==> src/hw/rtl/bmhq_pkg.sv <==
// ============================================================================
// bmhq_pkg: shared types and constants of the min-heap queue
// Request and status codes, store geometry and the sequencer's state type.
// ============================================================================
package bmhq_pkg;

   localparam int CAPACITY = 64;
   localparam int KEY_W    = 32;
   localparam int ADDR_W   = $clog2(CAPACITY);
   localparam int CNT_W    = $clog2(CAPACITY + 1);

   typedef enum logic [1:0] {
      REQ_INSERT  = 2'd0,
      REQ_PEEK    = 2'd1,
      REQ_EXTRACT = 2'd2,
      REQ_DELETE  = 2'd3
   } req_type_type;

   typedef enum logic [1:0] {
      ST_OK      = 2'd0,
      ST_EMPTY   = 2'd1,
      ST_FULL    = 2'd2,
      ST_BAD_POS = 2'd3
   } status_type;

   typedef enum logic [2:0] {
      S_IDLE,
      S_LOAD,
      S_UP_RD,
      S_UP_CMP,
      S_DN_RD,
      S_DN_CMP
   } state_type;

endpackage

==> src/hw/rtl/bmhq_ram.sv <==
// ============================================================================
// bmhq_ram: generic synchronous RAM
// One write port, two read ports, registered read data.
// ============================================================================
module bmhq_ram #(
   parameter int DEPTH  = 64,
   parameter int WIDTH  = 32,
   parameter int ADDR_W = $clog2(DEPTH)
) (
   input  logic              clock,
   input  logic              wr_en,
   input  logic [ADDR_W-1:0] wr_addr,
   input  logic [WIDTH-1:0]  wr_data,
   input  logic [ADDR_W-1:0] rd_a_addr,
   output logic [WIDTH-1:0]  rd_a_data,
   input  logic [ADDR_W-1:0] rd_b_addr,
   output logic [WIDTH-1:0]  rd_b_data
);

   logic [WIDTH-1:0] mem [DEPTH];

   always_ff @(posedge clock) begin
      if (wr_en) begin
         mem[wr_addr] <= wr_data;
      end
      rd_a_data <= mem[rd_a_addr];
      rd_b_data <= mem[rd_b_addr];
   end

endmodule

==> src/hw/rtl/binary_min_heap_queue_core.sv <==
// ============================================================================
// binary_min_heap_queue_core: min-heap priority queue of signed 32-bit keys
// Insert, peek, extract-min and delete-at-position over a heap held in RAM.
// ============================================================================
//
//  channel | ports                                        | handshake
//  --------+----------------------------------------------+---------------------
//  request | req_type, req_key_in, req_position           | start & !busy
//  result  | rsp_key_out, rsp_status, rsp_entry_count     | rsp_valid, 1 cycle
//
//  Answers: a refused item answers in the next cycle; a peek answers from the
//  load state. Each sift level costs a RAM read state and a compare/write
//  state, so the heap depth (6 levels at 64 entries) sets the worst case.
//  Reset: synchronous, clears the fill count, the sequencer and rsp_valid only; the
//  store needs no clearing pass since only entries below the count are read.
//  Stalls: none on the result side; busy holds requests off while an item is in work.
//
module binary_min_heap_queue_core (
   input  logic                        clock,
   input  logic                        reset,
   input  logic                        start,
   output logic                        busy,
   input  logic [1:0]                  req_type,
   input  logic signed [31:0]          req_key_in,
   input  logic [5:0]                  req_position,
   output logic                        rsp_valid,
   output logic signed [31:0]          rsp_key_out,
   output logic [1:0]                  rsp_status,
   output logic [6:0]                  rsp_entry_count
);

   localparam int AW = bmhq_pkg::ADDR_W;
   localparam int CW = bmhq_pkg::CNT_W;
   localparam int KW = bmhq_pkg::KEY_W;

   // control state
   bmhq_pkg::state_type    state_ff, state_in;
   bmhq_pkg::req_type_type req_ff, req_in;
   logic [CW-1:0]          fill_ff, fill_in;
   logic                   first_ff, first_in;   // removal: up-or-down not yet decided

   // datapath: the moving key lives here, the RAM holds a hole at pos_ff
   logic [AW-1:0]          pos_ff, pos_in;
   logic signed [KW-1:0]   key_ff, key_in;
   logic signed [KW-1:0]   min_ff, min_in;

   // result registers
   logic                   rsp_valid_ff, rsp_valid_in;
   logic signed [KW-1:0]   rsp_key_ff, rsp_key_in;
   bmhq_pkg::status_type   rsp_status_ff, rsp_status_in;
   logic [CW-1:0]          rsp_count_ff, rsp_count_in;

   // RAM ports
   logic                   wr_en;
   logic [AW-1:0]          wr_addr;
   logic signed [KW-1:0]   wr_data;
   logic [AW-1:0]          rd_a_addr, rd_b_addr;
   logic [KW-1:0]          rd_a_raw, rd_b_raw;
   logic signed [KW-1:0]   rd_a, rd_b;

   bmhq_ram #(
      .DEPTH (bmhq_pkg::CAPACITY),
      .WIDTH (KW)
   ) u_ram (
      .clock     (clock),
      .wr_en     (wr_en),
      .wr_addr   (wr_addr),
      .wr_data   (wr_data),
      .rd_a_addr (rd_a_addr),
      .rd_a_data (rd_a_raw),
      .rd_b_addr (rd_b_addr),
      .rd_b_data (rd_b_raw)
   );

   assign rd_a = $signed(rd_a_raw);
   assign rd_b = $signed(rd_b_raw);

   // ---- shared decisions ---------------------------------------------------
   logic [CW-1:0]  last_idx;          // count after a removal, index of last entry
   logic           is_full, is_empty, pos_bad, pos_is_last;
   logic [AW-1:0]  parent;
   logic [AW+1:0]  child_l, child_r;  // wide enough never to wrap
   logic           l_ok, r_ok, up_less, l_less, r_less;
   logic signed [KW-1:0] l_pick;

   assign last_idx    = fill_ff - CW'(1);
   assign is_full     = (fill_ff == CW'(bmhq_pkg::CAPACITY));
   assign is_empty    = (fill_ff == '0);
   assign pos_bad     = ({1'b0, req_position} >= fill_ff);
   assign pos_is_last = ({1'b0, pos_ff} == last_idx);
   assign parent      = AW'(pos_ff - AW'(1)) >> 1;
   assign child_l     = {1'b0, pos_ff, 1'b1};
   assign child_r     = child_l + (AW+2)'(1);
   assign l_ok        = (child_l < {1'b0, fill_ff});
   assign r_ok        = (child_r < {1'b0, fill_ff});
   assign up_less     = (key_ff < rd_a);
   assign l_less      = l_ok && (rd_a < key_ff);
   assign l_pick      = l_less ? rd_a : key_ff;
   assign r_less      = r_ok && (rd_b < l_pick);

   // ---- next state ----------------------------------------------------------
   always_comb begin
      state_in = state_ff;
      unique case (state_ff)
         bmhq_pkg::S_IDLE: begin
            if (start) begin
               unique case (req_type) inside
                  bmhq_pkg::REQ_INSERT:
                     state_in = is_full ? bmhq_pkg::S_IDLE : bmhq_pkg::S_UP_RD;
                  bmhq_pkg::REQ_PEEK, bmhq_pkg::REQ_EXTRACT:
                     state_in = is_empty ? bmhq_pkg::S_IDLE : bmhq_pkg::S_LOAD;
                  default:
                     state_in = (is_empty || pos_bad) ? bmhq_pkg::S_IDLE
                                                      : bmhq_pkg::S_LOAD;
               endcase
            end
         end
         bmhq_pkg::S_LOAD: begin
            if (req_ff == bmhq_pkg::REQ_PEEK || pos_is_last) begin
               state_in = bmhq_pkg::S_IDLE;
            end else begin
               state_in = bmhq_pkg::S_UP_RD;
            end
         end
         bmhq_pkg::S_UP_RD: begin
            if (pos_ff != '0) begin
               state_in = bmhq_pkg::S_UP_CMP;
            end else begin
               state_in = first_ff ? bmhq_pkg::S_DN_RD : bmhq_pkg::S_IDLE;
            end
         end
         bmhq_pkg::S_UP_CMP: begin
            if (up_less) begin
               state_in = bmhq_pkg::S_UP_RD;
            end else begin
               state_in = first_ff ? bmhq_pkg::S_DN_RD : bmhq_pkg::S_IDLE;
            end
         end
         bmhq_pkg::S_DN_RD: begin
            state_in = l_ok ? bmhq_pkg::S_DN_CMP : bmhq_pkg::S_IDLE;
         end
         bmhq_pkg::S_DN_CMP: begin
            state_in = (l_less || r_less) ? bmhq_pkg::S_DN_RD : bmhq_pkg::S_IDLE;
         end
         default: state_in = bmhq_pkg::S_IDLE;
      endcase
   end

   // ---- datapath, RAM control and result ------------------------------------
   always_comb begin
      req_in        = req_ff;
      fill_in       = fill_ff;
      first_in      = first_ff;
      pos_in        = pos_ff;
      key_in        = key_ff;
      min_in        = min_ff;
      wr_en         = 1'b0;
      wr_addr       = pos_ff;
      wr_data       = key_ff;
      rd_a_addr     = '0;
      rd_b_addr     = '0;
      rsp_valid_in  = 1'b0;
      rsp_status_in = bmhq_pkg::ST_OK;

      unique case (state_ff)
         bmhq_pkg::S_IDLE: begin
            if (start) begin
               req_in   = bmhq_pkg::req_type_type'(req_type);
               first_in = 1'b0;
               unique case (req_type) inside
                  bmhq_pkg::REQ_INSERT: begin
                     if (is_full) begin
                        rsp_valid_in  = 1'b1;
                        rsp_status_in = bmhq_pkg::ST_FULL;
                     end else begin
                        key_in  = req_key_in;
                        pos_in  = fill_ff[AW-1:0];
                        fill_in = fill_ff + CW'(1);
                     end
                  end
                  bmhq_pkg::REQ_PEEK, bmhq_pkg::REQ_EXTRACT: begin
                     if (is_empty) begin
                        rsp_valid_in  = 1'b1;
                        rsp_status_in = bmhq_pkg::ST_EMPTY;
                     end else begin
                        rd_b_addr = last_idx[AW-1:0];
                        pos_in    = '0;
                     end
                  end
                  default: begin
                     if (is_empty) begin
                        rsp_valid_in  = 1'b1;
                        rsp_status_in = bmhq_pkg::ST_EMPTY;
                     end else if (pos_bad) begin
                        rsp_valid_in  = 1'b1;
                        rsp_status_in = bmhq_pkg::ST_BAD_POS;
                     end else begin
                        rd_b_addr = last_idx[AW-1:0];
                        pos_in    = req_position;
                     end
                  end
               endcase
            end
         end
         bmhq_pkg::S_LOAD: begin
            // port A: root, port B: last entry
            min_in = rd_a;
            key_in = rd_b;
            if (req_ff == bmhq_pkg::REQ_PEEK) begin
               rsp_valid_in = 1'b1;
            end else begin
               fill_in = last_idx;
               if (pos_is_last) begin
                  rsp_valid_in = 1'b1;
               end else begin
                  first_in = 1'b1;
               end
            end
         end
         bmhq_pkg::S_UP_RD: begin
            if (pos_ff != '0) begin
               rd_a_addr = parent;
            end else if (!first_ff) begin
               wr_en        = 1'b1;
               rsp_valid_in = 1'b1;
            end
         end
         bmhq_pkg::S_UP_CMP: begin
            if (up_less) begin
               wr_en    = 1'b1;
               wr_data  = rd_a;
               pos_in   = parent;
               first_in = 1'b0;
            end else if (!first_ff) begin
               wr_en        = 1'b1;
               rsp_valid_in = 1'b1;
            end
         end
         bmhq_pkg::S_DN_RD: begin
            if (l_ok) begin
               rd_a_addr = child_l[AW-1:0];
               rd_b_addr = child_r[AW-1:0];
            end else begin
               wr_en        = 1'b1;
               rsp_valid_in = 1'b1;
            end
         end
         bmhq_pkg::S_DN_CMP: begin
            if (r_less) begin
               wr_en   = 1'b1;
               wr_data = rd_b;
               pos_in  = child_r[AW-1:0];
            end else if (l_less) begin
               wr_en   = 1'b1;
               wr_data = rd_a;
               pos_in  = child_l[AW-1:0];
            end else begin
               wr_en        = 1'b1;
               rsp_valid_in = 1'b1;
            end
         end
         default: ;
      endcase

      // only a successful peek or extract reports a key
      rsp_key_in = (rsp_valid_in && rsp_status_in == bmhq_pkg::ST_OK &&
                    (req_in == bmhq_pkg::REQ_PEEK || req_in == bmhq_pkg::REQ_EXTRACT))
                   ? min_in : '0;
      rsp_count_in = fill_in;
   end

   // ---- registers -----------------------------------------------------------
   always_ff @(posedge clock) begin
      if (reset) begin
         state_ff     <= bmhq_pkg::S_IDLE;
         fill_ff      <= '0;
         first_ff     <= 1'b0;
         req_ff       <= bmhq_pkg::REQ_INSERT;
         rsp_valid_ff <= 1'b0;
      end else begin
         state_ff     <= state_in;
         fill_ff      <= fill_in;
         first_ff     <= first_in;
         req_ff       <= req_in;
         rsp_valid_ff <= rsp_valid_in;
      end
   end

   always_ff @(posedge clock) begin
      pos_ff        <= pos_in;
      key_ff        <= key_in;
      min_ff        <= min_in;
      rsp_key_ff    <= rsp_key_in;
      rsp_status_ff <= rsp_status_in;
      rsp_count_ff  <= rsp_count_in;
   end

   assign busy            = (state_ff != bmhq_pkg::S_IDLE);
   assign rsp_valid       = rsp_valid_ff;
   assign rsp_key_out     = rsp_key_ff;
   assign rsp_status      = rsp_status_ff;
   assign rsp_entry_count = rsp_count_ff;

   // ---- assertions ----------------------------------------------------------
   a_fill_bound: assert property (@(posedge clock) disable iff (reset)
      fill_ff <= CW'(bmhq_pkg::CAPACITY))
      else $error("fill count beyond capacity");

   a_fill_step: assert property (@(posedge clock) disable iff (reset || $past(reset))
      !$stable(fill_ff) |-> (fill_ff == $past(fill_ff) + CW'(1) ||
                             fill_ff == $past(fill_ff) - CW'(1)))
      else $error("fill count moved by more than one");

   a_no_write_idle: assert property (@(posedge clock) disable iff (reset)
      wr_en |-> (state_ff != bmhq_pkg::S_IDLE && state_ff != bmhq_pkg::S_LOAD))
      else $error("store written outside a sift");

   a_full_count: assert property (@(posedge clock) disable iff (reset)
      (rsp_valid && rsp_status == bmhq_pkg::ST_FULL) |->
         rsp_entry_count == CW'(bmhq_pkg::CAPACITY))
      else $error("full reported below capacity");

endmodule

==> config.mk <==
export PLATFORM = sky130hd
export DESIGN_NAME = binary_min_heap_queue_core
export DESIGN_NICKNAME = d
export VERILOG_FILES = /design/src/hw/rtl/bmhq_pkg.sv /design/src/hw/rtl/bmhq_ram.sv /design/src/hw/rtl/binary_min_heap_queue_core.sv
export SDC_FILE = /design/constraint.sdc
export NUM_CORES = 2
export LEC_CHECK = 0
export BUFFER_PORTS_ARGS = -buffer_cell sky130_fd_sc_hd__buf_2
export CAP_MARGIN = 20
export CORE_ASPECT_RATIO = 1.75
export CORE_MARGIN = 2
export CORE_UTILIZATION = 35
export DETAILED_ROUTE_END_ITERATION = 10
export PLACE_DENSITY = 0.45
export SLEW_MARGIN = 20
export SYNTH_ARGS = -nofsm -noshare
export SYNTH_HDL_FRONTEND = slang
export SYNTH_SLANG_ARGS = --single-unit
==> constraint.sdc <==
create_clock -name clock -period 9.5 [get_ports clock]
set_clock_uncertainty 0.2 [all_clocks]
set_input_delay 0.95 -clock clock [delete_from_list [all_inputs] [get_ports clock]]
set_output_delay 0.95 -clock clock [all_outputs]
set_load 0.05 [all_outputs]
==> run_results.csv <==
group,metric,value,unit
status,outcome,"completed",
clocking,cts_buffer_depth,4,
yosys,synth_top_area_share,0.613,
placed_design,dp_hpwl,275000,um
sta,hold_viol,0,
clocking,post_cts_resize_count,0,
critical_path,path_common_cell,"nand4_1",
critical_path,path_max_fanout,64,
pwr,switching_share,0.325,
routing,wl_per_cell,44.6,um
pwr,internal-power,0.0184,W
yosys,synth_xor_area_frac,0.00197,
sta,setup_ws,1690,ps
yosys,ys.flop_type,"edfxtp_1",
routing,via_per_inst,6.58,
clocking,ctsHoldBuffers,0,
critical_path,cp_slowest_stage_delay,820,ps
yosys,synthDistinctLibCells,81,
routing,drt-total-wl,474000,um
floorplan,pin_count,86,
critical_path,ff2ff_path_depth,20,
flow_run,cap_viol_max_count,0,
critical_path,arrival,8150,ps
critical_path,crit_required,9850,ps
critical_path,crit_path_start_kind,"flip-flop",
yosys,synthMuxAreaShare,0.179,
yosys,synth-seq-cells,2237,
pwr,leakagePower,36.2,nW
sta,finalCritPeriodShare,0.822,
routing,vias,69952,
sta,worstMarginPinSlew,1210,ps
placed_design,gp_congestion,0.906,
critical_path,crit_chain,"inv_1 -> ha_1 -> nand4_1 -> nor4_1 -> nor3b_1 -> or4_1 -> nand3_2 -> mux2i_1 -> ha_1 -> nand4_1 -> nor4_1 -> nand4_1 -> or4b_2 -> nand3_1 -> o41ai_1 -> a21oi_4 -> buf_4 -> nor2_1 -> o31ai_4 -> buf_4",
placed_design,portBuffers,85,
clocking,clk_pin_slew,70,ps
yosys,synthSimpleGateAreaFrac,0.0723,
pwr,clockPowerShare,0.319,
yosys,synth_edf_count,2086,
clocking,numCtsBuffers,212,
final_layout,area_growth,13.6,%
yosys,syn_area,102000,sq um
min_path,holdPathStages,3,
global_routing,gr-total-overflow,0,
floorplan,dieArea,296000,sq um
yosys,avgSynthCellArea,15.7,sq um
clocking,insertion_delay,910,ps
critical_path,worstSetupPathType,"flip-flop to flip-flop",
yosys,synthAdderAreaFrac,0.0107,
global_routing,grt_max_degree,126,
global_routing,track_usage,0.314,
pwr,peakVddDrop,200,uV
clocking,cts_sinks,2237,
yosys,async_reset_ff_frac,0,
placed_design,dpl_worst_slack,1680,ps
yosys,syn_nets,6648,
global_routing,grt_pass1_wl,625000,um
clocking,cts_tree,"built",
routing,ant_nets,0,
clocking,root_buffer,"clkbuf_16",
pwr,combPwrFrac,0.252,
routing,drt_iter0_markers,10674,
sta,slew_headroom,0.189,
sta,timing.setup.tns,0,ps
sta,setup_violations,0,
sta,clock.fmax,128,MHz
final_layout,drive_gt1_frac,0.228,
global_routing,antenna_found_initial,40,
sta,fin_crit,7810,ps
routing,drc,0,
pwr,p_switching,0.00888,W
critical_path,crit_path_end_kind,"flip-flop",
sta,rsz0062_at_grt,"false",
pwr,pwr-share-seq,0.429,
yosys,synth.area.top_cells,"edfxtp_1 (61%), mux4_2 (16%), nand2_1 (3.5%)",
min_path,worstHoldPathType,"input pin to flip-flop",
yosys,synth_compound_area_frac,0.0682,
global_routing,grt_pass1_vias,68360,
floorplan,die_w,412,um
critical_path,crit_slowest_cell,"nor4_1",
floorplan,core_area,290000,sq um
pwr,pwr_density_cell,236,nW/um^2
floorplan,die_h,719,um
yosys,synth_cells,6518,
clocking,cts_setup_buffers,0,
final_layout,nets,6741,
yosys,synth_top_family_by_area,"multiplexers",
routing,dr.pass1.iters,6,
floorplan,start_util,0.352,
clocking,h-tree-depth,4,
yosys,synth_area_leader_cell,"edfxtp_1",
yosys,seq_area_frac_synth,0.643,
floorplan,rows,262,
sta,finalMaxSlewViolations,0,
yosys,yosysWarnings,0,
-- cell type report --
type | instances | area [sq um]
fillers | 26670 | 175000
flip-flops and latches | 2237 | 65700
multi-input cells | 3733 | 35200
clock buffers | 254 | 5540
well taps | 3828 | 4790
repair buffers | 346 | 3220
clock inverters | 123 | 1190
inverters | 81 | 304
diodes | 25 | 62.6
-- logic make-up (layout without fill, tap and decap cells) --
| kind of cell | after synthesis | in the layout |
|---|---|---|
| other cells | 0 | 25 |
| buf+inv | 548 | 804 |
| simple gates | 1640 | 1640 |
| xor+xnor | 23 | 23 |
| mux | 934 | 934 |
| fa+ha+maj | 87 | 87 |
| flops | 2237 | 2237 |
| compound gates | 1049 | 1049 |
-- per-layer routing --
metal | part of all wire | up-vias | global-route usage
met5 | 0.00017 | - | 0
met4 | 0.078 | 12 | 0.202
met3 | 0.083 | 1232 | 0.0530
met2 | 0.48 | 4467 | 0.514
met1 | 0.36 | 37699 | 0.382
li1 | - | 26542 | -
-- sequential cells by signal (all words and copies together) (netlist names) --
name / flops
rsp_entry_count: 7
first_ff: 1
u_ram.mem: 2048
rsp_status: 2
req_ff: 2
state_ff: 3
min_ff: 32
key_ff: 32
u_ram.rd_b_data: 32
pos_ff: 6
rsp_key_out: 32
rsp_valid: 1
fill_ff: 7
u_ram.rd_a_data: 32
-- worst max-delay path, delay by kind of cell, from the launching register on --
| family | cells | cell delay [ps] |
|---|---|---|
| buf+inv | 3 | 1080 |
| fa+ha+maj | 2 | 600 |
| simple gates | 11 | 3950 |
| flops | 1 | 380 |
| compound gates | 3 | 550 |
| mux | 1 | 530 |
-- worst paths after layout --
| path | startpoint | end | slack, ps |
|---|---|---|---|
| hold reg to reg | min_ff[7] | min_ff[7] | 250 |
| setup reg to reg | key_ff[31] | u_ram.mem[35][1] | 1690 |
| setup / recovery | key_ff[31] | u_ram.mem[35][1] | 1690 |
| hold / removal | req_type[1] | req_ff[1] | 150 |
-- synthesized netlist by cell type (22+ instances only) --
master	instances
o22ai_1	121
mux4_2	714
a31oi_1	57
dfxtp_1	151
nor4_1	93
and2_1	39
nor3b_1	34
a22oi_1	110
a211oi_1	29
or3_1	33
buf_1	52
buf_2	123
buf_4	48
ha_1	87
a21oi_1	352
mux2i_1	219
a31o_2	35
edfxtp_1	2086
nand3_1	180
nor2_1	158
o31ai_1	33
o211ai_1	35
inv_1	80
a221oi_1	71
o21ai_0	50
a32oi_1	85
nand4_1	22
nand2_1	945
clkbuf_1	226
and3_1	64
-- power by group through the flow --
stage	clock (W)	sequential (W)	combinational, W
after floorplan	0	0.0119	0.00411
after global placement	0	0.0119	0.00683
after detailed placement	0	0.0119	0.00681
after CTS	0.00880	0.0117	0.00684
after global routing	0.00911	0.0117	0.00717
final	0.00871	0.0117	0.00689
-- stage by stage --
stage	hold slack, ps	instance area (sq um)	utilization	std cells	total power [W]
4_1_cts	103	116000	0.399	10599	0.0273
6_report	154	116000	0.399	10627	0.0273
5_1_grt	151	116000	0.399	10615	0.0280
3_5_place_dp	234	109000	0.376	10222	0.0187
3_3_place_gp	231	109000	0.375	10213	0.0187
2_1_floorplan	211	102000	-	6518	0.0160
-- cells in the final DEF, fill, tap and decap left out, types with 35 or more instances in the layout --
cell type  Yosys  final
a21oi_1      352    350
a221oi_1      71     71
a22oi_1      110    110
a31oi_1       57     55
a32oi_1       85     85
and2_1        39     38
and3_1        64     64
buf_12         0     53
buf_2        123     85
buf_4         48    199
clkbuf_1     226     38
clkbuf_16      0    215
clkinv_1       1     41
clkinv_2       0     37
dfxtp_1      151    151
edfxtp_1    2086   2086
ha_1          87     87
inv_1         80     80
mux2i_1      219    219
mux4_2       714    714
nand2_1      945    943
nand3_1      180    173
nor2_1       158     89
nor2_4         2     70
nor4_1        93     93
o211ai_1      35     35
o21ai_0       50     49
o22ai_1      121    121
No activity file was read; power rests on OpenSTA's default activity.
